### src/rtl/xmodem_crc_page_receiver_assert.svh
// ---------------------------------------------------------------------------
// XMODEM-CRC page receiver assertion macros
// Concurrent assertion helpers; they compile to nothing for synthesis.
// ---------------------------------------------------------------------------
`ifndef XMODEM_CRC_PAGE_RECEIVER_ASSERT_SVH
`define XMODEM_CRC_PAGE_RECEIVER_ASSERT_SVH

`ifndef SYNTHESIS

`define XCPR_ASSERT(lbl, clk, rst_n, prop, msg) \
    lbl: assert property (@(posedge clk) disable iff (!rst_n) (prop)) else $error(msg);

`define XCPR_ASSERT_IMP(lbl, clk, rst_n, ante, cons, msg) \
    lbl: assert property (@(posedge clk) disable iff (!rst_n) (ante) |-> (cons)) \
        else $error(msg);

`else

`define XCPR_ASSERT(lbl, clk, rst_n, prop, msg)

`define XCPR_ASSERT_IMP(lbl, clk, rst_n, ante, cons, msg)

`endif

`endif

### src/rtl/xcpr_pkg.sv
// ---------------------------------------------------------------------------
// XMODEM-CRC page receiver package
// Shared constants, types and the CRC-16 byte update.
// ---------------------------------------------------------------------------
package xcpr_pkg;

    localparam int XCPR_PAGE_COUNT = 512;
    localparam int PAGE_BYTES      = 256;
    localparam int PAGE_WORD_W     = 64;
    localparam int PAGE_WORDS      = PAGE_BYTES / (PAGE_WORD_W / 8);
    localparam int WORD_AW         = $clog2(PAGE_WORDS);

    localparam int IN_TDATA_W  = 8;
    localparam int IN_TUSER_W  = 2;
    localparam int OUT_TDATA_W = 88;
    localparam int OUT_TUSER_W = 2;

    // Protocol characters
    localparam logic [7:0] CH_SOH  = 8'h01;
    localparam logic [7:0] CH_EOT  = 8'h04;
    localparam logic [7:0] CH_ACK  = 8'h06;
    localparam logic [7:0] CH_NAK  = 8'h15;
    localparam logic [7:0] CH_POLL = 8'h43;

    localparam logic [15:0] CRC_POLY = 16'h1021;

    // Packet byte positions after the leading SOH
    localparam logic [7:0] POS_BLK      = 8'd0;
    localparam logic [7:0] POS_BLK_INV  = 8'd1;
    localparam logic [7:0] POS_DATA0    = 8'd2;
    localparam logic [7:0] POS_DATA_END = 8'd129;
    localparam logic [7:0] POS_CRC_HI   = 8'd130;
    localparam logic [7:0] POS_CRC_LO   = 8'd131;

    localparam logic [9:0] TICK_MAX = 10'd1023;
    localparam logic [8:0] FILL_FULL = 9'd256;
    localparam logic [8:0] FILL_HALF = 9'd128;

    // Configuration register indexes and reset values
    localparam logic [1:0] CFG_START_KEY     = 2'd0;
    localparam logic [1:0] CFG_START_TIMEOUT = 2'd1;
    localparam logic [1:0] CFG_POLL_INTERVAL = 2'd2;

    localparam logic [7:0] RST_START_KEY     = 8'd100;
    localparam logic [9:0] RST_START_TIMEOUT = 10'd500;
    localparam logic [9:0] RST_POLL_INTERVAL = 10'd100;

    // Result kinds
    localparam logic [1:0] RK_TX   = 2'd0;
    localparam logic [1:0] RK_WORD = 2'd1;
    localparam logic [1:0] RK_FIN  = 2'd2;

    // Result sequence requested by the controller for one input item.
    // Stages run in the order tx_a, flush, tx_b, fin.
    typedef struct packed {
        logic       tx_a;
        logic       flush;
        logic       tx_b;
        logic       fin;
        logic [7:0] tx_byte;
        logic       fin_status;
        logic [8:0] valid_cnt;
        logic [8:0] page;
    } t_cmd;

    // Byte write into the page memory
    typedef struct packed {
        logic                   en;
        logic [WORD_AW-1:0]     addr;
        logic [PAGE_WORD_W/8-1:0] be;
        logic [PAGE_WORD_W-1:0] data;
    } t_memwr;

    function automatic logic [15:0] crc16_byte(input logic [15:0] crc,
                                               input logic [7:0] b);
        logic [15:0] c;
        c = crc ^ {b, 8'h00};
        for (int i = 0; i < 8; i++) begin
            c = c[15] ? ((c << 1) ^ CRC_POLY) : (c << 1);
        end
        return c;
    endfunction

endpackage

### src/rtl/xcpr_ram.sv
// ---------------------------------------------------------------------------
// Generic single-port-write RAM
// One write port with byte enables, one read port with registered data.
// ---------------------------------------------------------------------------
module xcpr_ram #(
    parameter int WIDTH = 64,
    parameter int DEPTH = 32
) (
    input  logic                     i_clk,
    input  logic                     i_we,
    input  logic [$clog2(DEPTH)-1:0] i_waddr,
    input  logic [WIDTH/8-1:0]       i_wbe,
    input  logic [WIDTH-1:0]         i_wdata,
    input  logic                     i_re,
    input  logic [$clog2(DEPTH)-1:0] i_raddr,
    output logic [WIDTH-1:0]         o_rdata
);

    localparam int LANES = WIDTH / 8;

    logic [WIDTH-1:0] mem [DEPTH];
    logic [WIDTH-1:0] r_rdata;

    always_ff @(posedge i_clk) begin
        if (i_we) begin
            for (int l = 0; l < LANES; l++) begin
                if (i_wbe[l]) begin
                    mem[i_waddr][l*8 +: 8] <= i_wdata[l*8 +: 8];
                end
            end
        end
        if (i_re) begin
            r_rdata <= mem[i_raddr];
        end
    end

    assign o_rdata = r_rdata;

endmodule

### src/rtl/xcpr_ctrl.sv
// ---------------------------------------------------------------------------
// XMODEM-CRC receive controller
// Protocol phases, tick counting, packet checks, CRC and page fill writes.
// ---------------------------------------------------------------------------
`include "xmodem_crc_page_receiver_assert.svh"

module xcpr_ctrl import xcpr_pkg::*; #(
    parameter int PAGE_COUNT = XCPR_PAGE_COUNT
) (
    input  logic       i_clk,
    input  logic       i_rst_n,
    input  logic       i_cfg_wr_en,
    input  logic [1:0] i_cfg_index,
    input  logic [9:0] i_cfg_wdata,
    input  logic       i_accept,
    input  logic       i_kind,
    input  logic [7:0] i_rx_byte,
    input  logic       i_rx_error,
    output logic       o_cmd_valid,
    output t_cmd       o_cmd,
    output t_memwr     o_memwr
);

    localparam int PC_W = (PAGE_COUNT > 1) ? $clog2(PAGE_COUNT) : 1;

    typedef enum logic [4:0] {
        PH_KEY    = 5'b00001,
        PH_POLL   = 5'b00010,
        PH_PACKET = 5'b00100,
        PH_NEXT   = 5'b01000,
        PH_DONE   = 5'b10000
    } t_phase;

    t_phase          r_phase, n_phase;
    logic [9:0]      r_tick, n_tick;
    logic [7:0]      r_exp, n_exp;
    logic [7:0]      r_pos, n_pos;
    logic            r_hdr_good, n_hdr_good;
    logic [15:0]     r_crc, n_crc;
    logic [7:0]      r_crc_hi, n_crc_hi;
    logic            r_fill_half, n_fill_half;
    logic [PC_W-1:0] r_page, n_page;
    logic [7:0]      r_key;
    logic [9:0]      r_timeout;
    logic [9:0]      r_interval;

    logic            rx;
    logic [9:0]      tick_inc;
    logic [7:0]      data_pos;
    logic [7:0]      fill_off;
    logic [PC_W-1:0] page_inc;
    logic            pkt_good;

    always_comb begin
        rx       = !i_kind && !i_rx_error;
        tick_inc = (r_tick == TICK_MAX) ? r_tick : r_tick + 10'd1;
        data_pos = r_pos - POS_DATA0;
        fill_off = {r_fill_half, data_pos[6:0]};
        page_inc = (r_page == PC_W'(PAGE_COUNT - 1)) ? '0 : r_page + PC_W'(1);
        pkt_good = r_hdr_good && (r_crc == {r_crc_hi, i_rx_byte});

        n_phase     = r_phase;
        n_tick      = r_tick;
        n_exp       = r_exp;
        n_pos       = r_pos;
        n_hdr_good  = r_hdr_good;
        n_crc       = r_crc;
        n_crc_hi    = r_crc_hi;
        n_fill_half = r_fill_half;
        n_page      = r_page;

        o_cmd_valid    = 1'b0;
        o_cmd          = '0;
        o_cmd.page     = 9'(r_page);
        o_memwr        = '0;
        o_memwr.addr   = fill_off[7:3];
        o_memwr.be     = 8'b1 << fill_off[2:0];
        o_memwr.data   = {8{i_rx_byte}};

        if (i_accept) begin
            case (r_phase)
                PH_KEY: begin
                    if (i_kind) begin
                        n_tick = tick_inc;
                        if (tick_inc > r_timeout) begin
                            o_cmd_valid = 1'b1;
                            o_cmd.fin   = 1'b1;
                            n_phase     = PH_DONE;
                        end
                    end else if (rx && i_rx_byte == r_key) begin
                        n_phase = PH_POLL;
                    end
                end
                PH_POLL: begin
                    // The tick count carries over from the key wait, so the
                    // first poll may go out early.
                    if (i_kind) begin
                        n_tick = tick_inc;
                        if (tick_inc > r_interval) begin
                            o_cmd_valid   = 1'b1;
                            o_cmd.tx_a    = 1'b1;
                            o_cmd.tx_byte = CH_POLL;
                            n_tick        = '0;
                        end
                    end else if (rx && i_rx_byte == CH_SOH) begin
                        n_phase    = PH_PACKET;
                        n_pos      = '0;
                        n_hdr_good = 1'b1;
                        n_crc      = '0;
                        n_crc_hi   = '0;
                    end
                end
                PH_NEXT: begin
                    if (rx) begin
                        if (i_rx_byte == CH_EOT) begin
                            o_cmd_valid      = 1'b1;
                            o_cmd.tx_a       = 1'b1;
                            o_cmd.tx_byte    = CH_ACK;
                            o_cmd.flush      = r_fill_half;
                            o_cmd.valid_cnt  = FILL_HALF;
                            o_cmd.fin        = 1'b1;
                            o_cmd.fin_status = 1'b1;
                            if (r_fill_half) begin
                                n_page = page_inc;
                            end
                            n_fill_half = 1'b0;
                            n_phase     = PH_DONE;
                        end else begin
                            // Any other byte opens the next packet.
                            n_phase    = PH_PACKET;
                            n_pos      = '0;
                            n_hdr_good = 1'b1;
                            n_crc      = '0;
                            n_crc_hi   = '0;
                        end
                    end
                end
                PH_PACKET: begin
                    if (rx) begin
                        n_pos = r_pos + 8'd1;
                        if (r_pos == POS_BLK) begin
                            if (i_rx_byte != r_exp) begin
                                n_hdr_good = 1'b0;
                            end
                        end else if (r_pos == POS_BLK_INV) begin
                            if (~i_rx_byte != r_exp) begin
                                n_hdr_good = 1'b0;
                            end
                        end else if (r_pos inside {[POS_DATA0:POS_DATA_END]}) begin
                            o_memwr.en = 1'b1;
                            n_crc      = crc16_byte(r_crc, i_rx_byte);
                        end else if (r_pos == POS_CRC_HI) begin
                            n_crc_hi = i_rx_byte;
                        end else begin
                            o_cmd_valid = 1'b1;
                            if (pkt_good) begin
                                o_cmd.tx_byte = CH_ACK;
                                if (r_fill_half) begin
                                    // Second block completes the page: words
                                    // go out ahead of the ACK.
                                    o_cmd.flush     = 1'b1;
                                    o_cmd.valid_cnt = FILL_FULL;
                                    o_cmd.tx_b      = 1'b1;
                                    n_page          = page_inc;
                                    n_fill_half     = 1'b0;
                                end else begin
                                    o_cmd.tx_a  = 1'b1;
                                    n_fill_half = 1'b1;
                                end
                                n_exp = r_exp + 8'd1;
                            end else begin
                                o_cmd.tx_a    = 1'b1;
                                o_cmd.tx_byte = CH_NAK;
                            end
                            n_phase = PH_NEXT;
                            n_pos   = '0;
                        end
                    end
                end
                default: begin
                end
            endcase
        end
    end

    always_ff @(posedge i_clk) begin
        if (!i_rst_n) begin
            r_phase     <= PH_KEY;
            r_tick      <= '0;
            r_exp       <= 8'd1;
            r_pos       <= '0;
            r_hdr_good  <= 1'b1;
            r_crc       <= '0;
            r_crc_hi    <= '0;
            r_fill_half <= 1'b0;
            r_page      <= '0;
            r_key       <= RST_START_KEY;
            r_timeout   <= RST_START_TIMEOUT;
            r_interval  <= RST_POLL_INTERVAL;
        end else begin
            r_phase     <= n_phase;
            r_tick      <= n_tick;
            r_exp       <= n_exp;
            r_pos       <= n_pos;
            r_hdr_good  <= n_hdr_good;
            r_crc       <= n_crc;
            r_crc_hi    <= n_crc_hi;
            r_fill_half <= n_fill_half;
            r_page      <= n_page;
            if (i_cfg_wr_en) begin
                case (i_cfg_index)
                    CFG_START_KEY:     r_key      <= i_cfg_wdata[7:0];
                    CFG_START_TIMEOUT: r_timeout  <= i_cfg_wdata;
                    CFG_POLL_INTERVAL: r_interval <= i_cfg_wdata;
                    default: begin
                    end
                endcase
            end
        end
    end

    `XCPR_ASSERT_IMP(a_done_sticky, i_clk, i_rst_n, r_phase == PH_DONE,
        1'b1 ##1 r_phase == PH_DONE, "finished state was left")
    `XCPR_ASSERT(a_pos_range, i_clk, i_rst_n, r_pos <= POS_CRC_LO,
        "packet position beyond packet end")
    `XCPR_ASSERT_IMP(a_one_lane, i_clk, i_rst_n, o_memwr.en,
        $onehot(o_memwr.be) && !o_cmd_valid, "page write is not a single byte")

endmodule

### src/rtl/xcpr_emit.sv
// ---------------------------------------------------------------------------
// XMODEM-CRC result sequencer
// Holds one result sequence and presents its transfers: transmit bytes,
// page words read from the page memory, and the finish status.
// ---------------------------------------------------------------------------
`include "xmodem_crc_page_receiver_assert.svh"

module xcpr_emit import xcpr_pkg::*; (
    input  logic                   i_clk,
    input  logic                   i_rst_n,
    input  logic                   i_cmd_valid,
    input  t_cmd                   i_cmd,
    output logic                   o_free,
    output logic                   o_rd_en,
    output logic [WORD_AW-1:0]     o_rd_addr,
    input  logic [PAGE_WORD_W-1:0] i_rd_data,
    output logic                   o_valid,
    input  logic                   i_ready,
    output logic [OUT_TDATA_W-1:0] o_tdata,
    output logic [OUT_TUSER_W-1:0] o_tuser,
    output logic                   o_tlast
);

    typedef enum logic [4:0] {
        ES_IDLE  = 5'b00001,
        ES_TXA   = 5'b00010,
        ES_WORDS = 5'b00100,
        ES_TXB   = 5'b01000,
        ES_FIN   = 5'b10000
    } t_estate;

    localparam logic [WORD_AW-1:0] WORD_LAST = WORD_AW'(PAGE_WORDS - 1);

    t_estate            r_state, n_state;
    t_cmd               r_cmd, n_cmd;
    logic [WORD_AW-1:0] r_word, n_word;

    t_estate                stage_next;
    t_estate                stage_first;
    logic                   is_last;
    logic                   take;
    logic [PAGE_WORD_W-1:0] word_data;
    logic [7:0]             byte_addr;

    function automatic t_estate after_words(input t_cmd c);
        return c.tx_b ? ES_TXB : (c.fin ? ES_FIN : ES_IDLE);
    endfunction

    function automatic t_estate after_txa(input t_cmd c);
        return c.flush ? ES_WORDS : after_words(c);
    endfunction

    always_comb begin
        case (r_state)
            ES_TXA:   stage_next = after_txa(r_cmd);
            ES_WORDS: stage_next = (r_word == WORD_LAST) ? after_words(r_cmd) : ES_WORDS;
            ES_TXB:   stage_next = r_cmd.fin ? ES_FIN : ES_IDLE;
            default:  stage_next = ES_IDLE;
        endcase
        stage_first = i_cmd.tx_a ? ES_TXA : after_txa(i_cmd);

        o_valid = (r_state != ES_IDLE);
        is_last = (stage_next == ES_IDLE);
        take    = o_valid && i_ready;
        o_free  = !o_valid || (take && is_last);

        n_state = r_state;
        n_cmd   = r_cmd;
        n_word  = r_word;
        if (o_free) begin
            n_state = i_cmd_valid ? stage_first : ES_IDLE;
            n_cmd   = i_cmd;
            n_word  = '0;
        end else if (take) begin
            n_state = stage_next;
            n_word  = r_word + WORD_AW'(1);
        end

        // Word 0 is read ahead outside the word stage so that the first
        // page word is ready as soon as that stage begins.
        o_rd_en   = (r_state != ES_WORDS) || i_ready;
        o_rd_addr = (r_state == ES_WORDS) ? r_word + WORD_AW'(1) : '0;

        // Bytes past the filled part of the page read as erased flash.
        for (int b = 0; b < PAGE_WORD_W / 8; b++) begin
            byte_addr = {r_word, 3'(b)};
            word_data[b*8 +: 8] = ({1'b0, byte_addr} < r_cmd.valid_cnt) ?
                                  i_rd_data[b*8 +: 8] : 8'hFF;
        end

        o_tdata = '0;
        o_tuser = RK_TX;
        case (r_state)
            ES_TXA, ES_TXB: begin
                o_tdata[7:0] = r_cmd.tx_byte;
            end
            ES_WORDS: begin
                o_tuser        = RK_WORD;
                o_tdata[16:8]  = r_cmd.page;
                o_tdata[21:17] = r_word;
                o_tdata[85:22] = word_data;
            end
            ES_FIN: begin
                o_tuser     = RK_FIN;
                o_tdata[86] = r_cmd.fin_status;
            end
            default: begin
            end
        endcase
        o_tlast = o_valid && is_last;
    end

    always_ff @(posedge i_clk) begin
        if (!i_rst_n) begin
            r_state <= ES_IDLE;
        end else begin
            r_state <= n_state;
        end
    end

    always_ff @(posedge i_clk) begin
        r_cmd  <= n_cmd;
        r_word <= n_word;
    end

    `XCPR_ASSERT_IMP(a_word_step, i_clk, i_rst_n,
        (r_state == ES_WORDS) && take && (r_word != WORD_LAST),
        1'b1 ##1 ((r_state == ES_WORDS) && (r_word == $past(r_word) + WORD_AW'(1))),
        "page words out of order")
    `XCPR_ASSERT_IMP(a_fin_final, i_clk, i_rst_n, (r_state == ES_FIN) && take,
        1'b1 ##1 !o_valid, "result after finish")

endmodule

### src/rtl/xmodem_crc_page_receiver.sv
// ---------------------------------------------------------------------------
// XMODEM-CRC page receiver
// Serial download receiver that turns XMODEM-CRC packets into flash pages.
// ---------------------------------------------------------------------------
// The block takes one input transfer per clock while its output is free: a
// received byte or a timer tick. Inputs that give a single result (a poll,
// ACK, NAK or the timeout finish) also keep that rate, since the output
// register is reloaded in the cycle its transfer completes. An EOT with no
// partial page gives two results and holds the input until both are taken.
// A page flush gives 33 or 34 results and holds the input until the last is
// taken; the page memory's one read port delivers one 64-bit word per cycle
// while the output is ready. The page memory has no reset or clearing pass.
`include "xmodem_crc_page_receiver_assert.svh"

module xmodem_crc_page_receiver import xcpr_pkg::*; #(
    parameter int PAGE_COUNT = XCPR_PAGE_COUNT
) (
    input  logic                   i_clk,
    input  logic                   i_rst_n,
    input  logic                   i_cfg_wr_en,
    input  logic [1:0]             i_cfg_index,
    input  logic [9:0]             i_cfg_wdata,
    input  logic                   i_s_axis_tvalid,
    output logic                   o_s_axis_tready,
    input  logic [IN_TDATA_W-1:0]  i_s_axis_tdata,   // rx_byte
    input  logic [IN_TUSER_W-1:0]  i_s_axis_tuser,   // kind, rx_error
    output logic                   o_m_axis_tvalid,
    input  logic                   i_m_axis_tready,
    // tx_byte, page_index, word_index, word_data, finish_status, zero pad
    output logic [OUT_TDATA_W-1:0] o_m_axis_tdata,
    output logic [OUT_TUSER_W-1:0] o_m_axis_tuser,   // result_kind
    output logic                   o_m_axis_tlast
);

    logic                   e_free;
    logic                   cmd_valid;
    t_cmd                   cmd;
    t_memwr                 memwr;
    logic                   rd_en;
    logic [WORD_AW-1:0]     rd_addr;
    logic [PAGE_WORD_W-1:0] rd_data;
    logic                   in_accept;

    assign o_s_axis_tready = e_free;
    assign in_accept       = i_s_axis_tvalid && e_free;

    xcpr_ctrl #(
        .PAGE_COUNT (PAGE_COUNT)
    ) u_ctrl (
        .i_clk       (i_clk),
        .i_rst_n     (i_rst_n),
        .i_cfg_wr_en (i_cfg_wr_en),
        .i_cfg_index (i_cfg_index),
        .i_cfg_wdata (i_cfg_wdata),
        .i_accept    (in_accept),
        .i_kind      (i_s_axis_tuser[0]),
        .i_rx_byte   (i_s_axis_tdata[7:0]),
        .i_rx_error  (i_s_axis_tuser[1]),
        .o_cmd_valid (cmd_valid),
        .o_cmd       (cmd),
        .o_memwr     (memwr)
    );

    xcpr_ram #(
        .WIDTH (PAGE_WORD_W),
        .DEPTH (PAGE_WORDS)
    ) u_page_ram (
        .i_clk   (i_clk),
        .i_we    (memwr.en),
        .i_waddr (memwr.addr),
        .i_wbe   (memwr.be),
        .i_wdata (memwr.data),
        .i_re    (rd_en),
        .i_raddr (rd_addr),
        .o_rdata (rd_data)
    );

    xcpr_emit u_emit (
        .i_clk       (i_clk),
        .i_rst_n     (i_rst_n),
        .i_cmd_valid (cmd_valid),
        .i_cmd       (cmd),
        .o_free      (e_free),
        .o_rd_en     (rd_en),
        .o_rd_addr   (rd_addr),
        .i_rd_data   (rd_data),
        .o_valid     (o_m_axis_tvalid),
        .i_ready     (i_m_axis_tready),
        .o_tdata     (o_m_axis_tdata),
        .o_tuser     (o_m_axis_tuser),
        .o_tlast     (o_m_axis_tlast)
    );

    // A page write while a sequence is still going out would corrupt a flush.
    `XCPR_ASSERT_IMP(a_write_when_free, i_clk, i_rst_n, memwr.en, e_free,
        "page write while results are pending")

endmodule
### config.mk
export PLATFORM = sky130hd
export DESIGN_NAME = xmodem_crc_page_receiver
export DESIGN_NICKNAME = d
export VERILOG_FILES = /design/src/rtl/xcpr_pkg.sv /design/src/rtl/xcpr_ram.sv /design/src/rtl/xcpr_ctrl.sv /design/src/rtl/xcpr_emit.sv /design/src/rtl/xmodem_crc_page_receiver.sv
export VERILOG_INCLUDE_DIRS = /design/src /design/src/rtl
export SDC_FILE = /design/constraint.sdc
export NUM_CORES = 2
export LEC_CHECK = 0
export BUFFER_PORTS_ARGS = -buffer_cell sky130_fd_sc_hd__buf_2
export CORE_MARGIN = 2
export CORE_UTILIZATION = 35
export CTS_CLUSTER_SIZE = 30
export DETAILED_ROUTE_END_ITERATION = 6
export PLACE_DENSITY_LB_ADDON = 0.25
export SLEW_MARGIN = 15
export SYNTH_ARGS = -nofsm -noshare
export SYNTH_HDL_FRONTEND = slang
export SYNTH_SLANG_ARGS = --single-unit
### constraint.sdc
create_clock -name i_clk -period 3.5 [get_ports i_clk]
set_input_delay 0.175 -clock i_clk [delete_from_list [all_inputs] [get_ports i_clk]]
set_output_delay 0.175 -clock i_clk [all_outputs]
set_load 0.02 [all_outputs]
==> metrics.sh <==
RESULT_OF_THE_RUN='complete, no violations'
GRT_MAX_DEGREE=173
P_LEAK_nW=37.23
IR_WORST_VDD_uV=474.6
DRT_ITER0_MARKERS=7529
AVGVIACOUNTPERCELL=5.622
AVGSYNTHCELLAREA_UM2=13.47
TOTAL_CTS_BUFFERS=233
CTS_TREE='built'
CORE_MM2=0.2595
P_PER_AREA_mW_PER_MM2=503.9
POST_ROUTE_ANTENNA_NET_VIOLATION_COUNT=0
FINALCRITICALPERIOD_NS=3.440
WORST_SLEW_PIN_SLEW_NS=1.344
P_TOTAL_mW=54.68
KIND_OF_END_POINT_OF_THE_CRITICAL_PATH='register'
CRIT_SLOWEST_CELL='sky130_fd_sc_hd__xor2_1'
TOTALWIRELENGTH_UM=306100
SETUP_TNS_NS=0
ANTENNA_FOUND_INITIAL=13
CTSHTREEMAXLEVEL=4
SYNTHESIS.INSTANCES=6782
CTS.PATH.MAX_BUFFERS=3
VIAS=61730
GR-USAGE-ALL-LAYERS_PCT=22.55
CRITICAL-PATH-MAX-STAGE-DELAY_NS=0.99
CRITICAL_PATH.N_BUFFERS_INVERTERS=1
ROUTE.MET2.WL_UM=142600
PLACE.PORT_BUFFERS=115
DP_HPWL_UM=193400
TIMING.CRITICAL_PATH.ARRIVAL_NS=4.05
FILLER_CELL_COUNT=23790
HOLD_VIOL_FINAL=0
FIN_SKEW_NS=0.09230
DRIVE_ABOVE_1_SHARE_PCT=16.99
TIMING.FINAL.CRIT_SHARE_PCT=98.30
FINALINSTANCEAREA_MM2=0.1085
SYNTH.YOSYS.WARNINGS=0
FLOORPLAN.INITIALDENSITY_PCT=35.20
CRITICALPATHCATEGORY='reg2reg'
CAP_VIOL_MAX_COUNT=0
MET3WIRELENGTH_UM=24570
MAXCLOCKFREQUENCY_GHz=0.2907
FINAL.HOLD.WORST_SLACK_NS=0.1242
DR.MAX_LAYER_USED='met4'
NNETSFINAL=7426
WL_MET1_UM=128900
DETAIL_ROUTE.DRC_VIOLATIONS=0
IO-PIN-COUNT=120
CRITPATHLAUNCHTYPE='register'
SYNTH_SEQUENTIAL_AREA_RATIO_PCT=72.38
DIEAREA_MM2=0.2651
DIE_X_UM=514.8
CLOCKROOTBUFFER='sky130_fd_sc_hd__clkbuf_16'
WORSTSKEWPAIRLATENCY_NS=0.91
FLOW.AREA_GROWTH_FROM_SYNTHESIS_PCT=18.81
STD_CELL_ROWS=187
FINALSETUPVIOLCOUNT=0
ASYNC_FLOP_SHARE_PCT=0
MAX_SLEW_MARGIN_PCT=10.27
HOLD_PATH_CLASS='in2reg'
CPLARGESTDELAYFAMILY='compound AO/OA/AOI/OAI gates'
POST_SYNTH_NUM_CELL_TYPES=92
SYNTHESIZED_FLOP_AND_LATCH_TOTAL=2236
TIMING.FINAL.MAX_SLEW_VIOLATIONS=0
DETAILED_ROUTER_ITERATION_COUNT_BEFORE_ANTENNA_REPAIR=7
SYNTH_EDF_COUNT=2132
POST-ROUTE-WORST-SETUP-SLACK_NS=0.05952
GLOBALPLACE.CONGESTION=0.8538
PLACEDINSTANCEAREA_MM2=0.1004
PLACE_WS_NS=-0.05252
CTS.CLK_SLEW.WORST_PATHS_NS=0.06
SYNTH_AREA_MM2=0.09133
CLOCK_SINK_COUNT=2236
HIGHEST_FANOUT_SEEN_ON_THE_CRITICAL_PATH=28
FIRST_GLOBAL_VIAS=59060
DIE_H_UM=514.8
CP_CELL_SEQUENCE='nand3_1 > xor2_1 > nor2_4 > buf_12 > o221ai_1 > nand2_1 > a2111oi_0 > o21ai_1'
SYNTH-MAIN-FF-CELL='sky130_fd_sc_hd__edfxtp_1'
GRT_OVERFLOW=0
WL_PER_CELL_UM=27.88
GRT_FIRST_PASS_WIRELENGTH_UM=435400
CRITICAL_PATH_REQUIRED_NS=4.11
[logic make-up (layout without fill, tap and decap cells)]
family	after synthesis	count (layout)	share of synthesized area [%]
fa+ha+maj	33	33	0.4521
compound gates	1318	1318	10.00
buf+inv	543	1329	2.611
flops	2236	2236	72.38
simple gates	2413	2413	11.71
xor+xnor	83	83	0.8124
mux	155	155	2.034
other cells	1	11	0.004106
[flip-flops by register name, summed over array words and instances, names as in the netlist, 9 cells and up]
register	count
u_page_ram.mem	2048
u_page_ram.o_rdata	64
u_ctrl.r_tick	10
u_ctrl.r_interval	10
u_ctrl.r_timeout	10
u_ctrl.r_crc	16
u_emit.r_cmd	20
u_ctrl.r_page	9
[placed cells by master, fill, tap and decap left out, drive strengths merged, types with 121 or more instances in the layout]
cell	count
a211oi	121
a21oi	336
and3	129
buf	807
clkbuf	291
clkinv	123
edfxtp	2132
nand2	868
nand3	271
nor2	771
nor3	152
o21ai	133
o22ai	123
[Yosys cell counts, types with 104 or more instances]
library cell,n,area (um2)
sky130_fd_sc_hd__mux2i_1,108,1081
sky130_fd_sc_hd__edfxtp_1,2132,64020
sky130_fd_sc_hd__o21ai_0,108,540.5
sky130_fd_sc_hd__clkbuf_1,285,1070
sky130_fd_sc_hd__nand3_1,270,1351
sky130_fd_sc_hd__and3_1,129,807.0
sky130_fd_sc_hd__nand2_1,868,3258
sky130_fd_sc_hd__nor2_1,768,2883
sky130_fd_sc_hd__a21oi_1,336,1682
sky130_fd_sc_hd__o22ai_1,123,769.5
sky130_fd_sc_hd__dfxtp_1,104,2082
sky130_fd_sc_hd__nor3_1,148,740.7
sky130_fd_sc_hd__a211oi_1,121,908.4
sky130_fd_sc_hd__buf_2,130,650.6
[path summary, 6_finish.rpt]
| path | endpoint | from | slack (ns) | cells after the start |
|---|---|---|---|---|
| max | u_page_ram.o_rdata[59]$_DFFE_PP_ | u_emit.r_word[2]$_SDFFE_PN0P_ | 0.06 | 8 |
| min | u_ctrl.r_interval[2]$_SDFFE_PN1P_ | i_cfg_wdata[2] | 0.12 | 4 |
| max reg2reg | u_page_ram.o_rdata[59]$_DFFE_PP_ | u_emit.r_word[2]$_SDFFE_PN0P_ | 0.06 | 8 |
| min reg2reg | u_ctrl.r_timeout[1]$_SDFFE_PN0P_ | u_ctrl.r_timeout[1]$_SDFFE_PN0P_ | 0.46 | 2 |
[power breakdown]
group / internal [mW] / leakage [nW] / switching (mW)
Sequential: 29.3 / 20.2 / 0.00693
Combinational: 0.137 / 13.4 / 0.615
Clock: 13.9 / 3.71 / 10.8
Total: 43.3 / 37.2 / 11.4
[final cells by class]
cell class / instances / area (um2) / area share, %
Sequential cell: 2236 / 66110 / 60.92
Multi-Input combinational cell: 4006 / 23100 / 21.29
Timing Repair Buffer: 851 / 7317 / 6.743
Clock buffer: 291 / 6102 / 5.623
Tap cell: 3402 / 4257 / 3.923
Clock inverter: 149 / 1465 / 1.350
Inverter: 37 / 143.9 / 0.1326
Antenna cell: 7 / 17.52 / 0.01614
Timing Repair inverter: 1 / 5.005 / 0.004612
[stage by stage]
stage / util (%) / instances
6_report: 41.82 / 10980
5_1_grt: 41.82 / 10980
4_1_cts: 41.78 / 10970
3_5_place_dp: 38.68 / 10480
3_3_place_gp: 38.68 / 10480
2_1_floorplan: - / 6785
[worst register-to-register path, cell delays in order (launching register included)]
cell	delay, ns
sky130_fd_sc_hd__dfxtp_1	0.43
sky130_fd_sc_hd__nand3_1	0.14
sky130_fd_sc_hd__xor2_1	0.99
sky130_fd_sc_hd__nor2_4	0.23
sky130_fd_sc_hd__buf_12	0.27
sky130_fd_sc_hd__o221ai_1	0.15
sky130_fd_sc_hd__nand2_1	0.08
sky130_fd_sc_hd__a2111oi_0	0.73
sky130_fd_sc_hd__o21ai_1	0.19
[routing by layer]
metal  global-route usage (%)  vias to the layer above
met5                        0                        -
met4                    7.233                        0
met3                    3.581                      419
met2                    35.86                     2802
met1                    31.54                    31520
li1                         -                    26980
[what timing repair did]
action,CTS,global route
resized for setup,3,8
endpoints found under the setup margin,2,18
endpoints found under the hold margin,261,0
pin swaps,0,2
hold buffers,44,0
setup buffers,0,7
cloned,1,0
(Power assumes the default switching activity.)
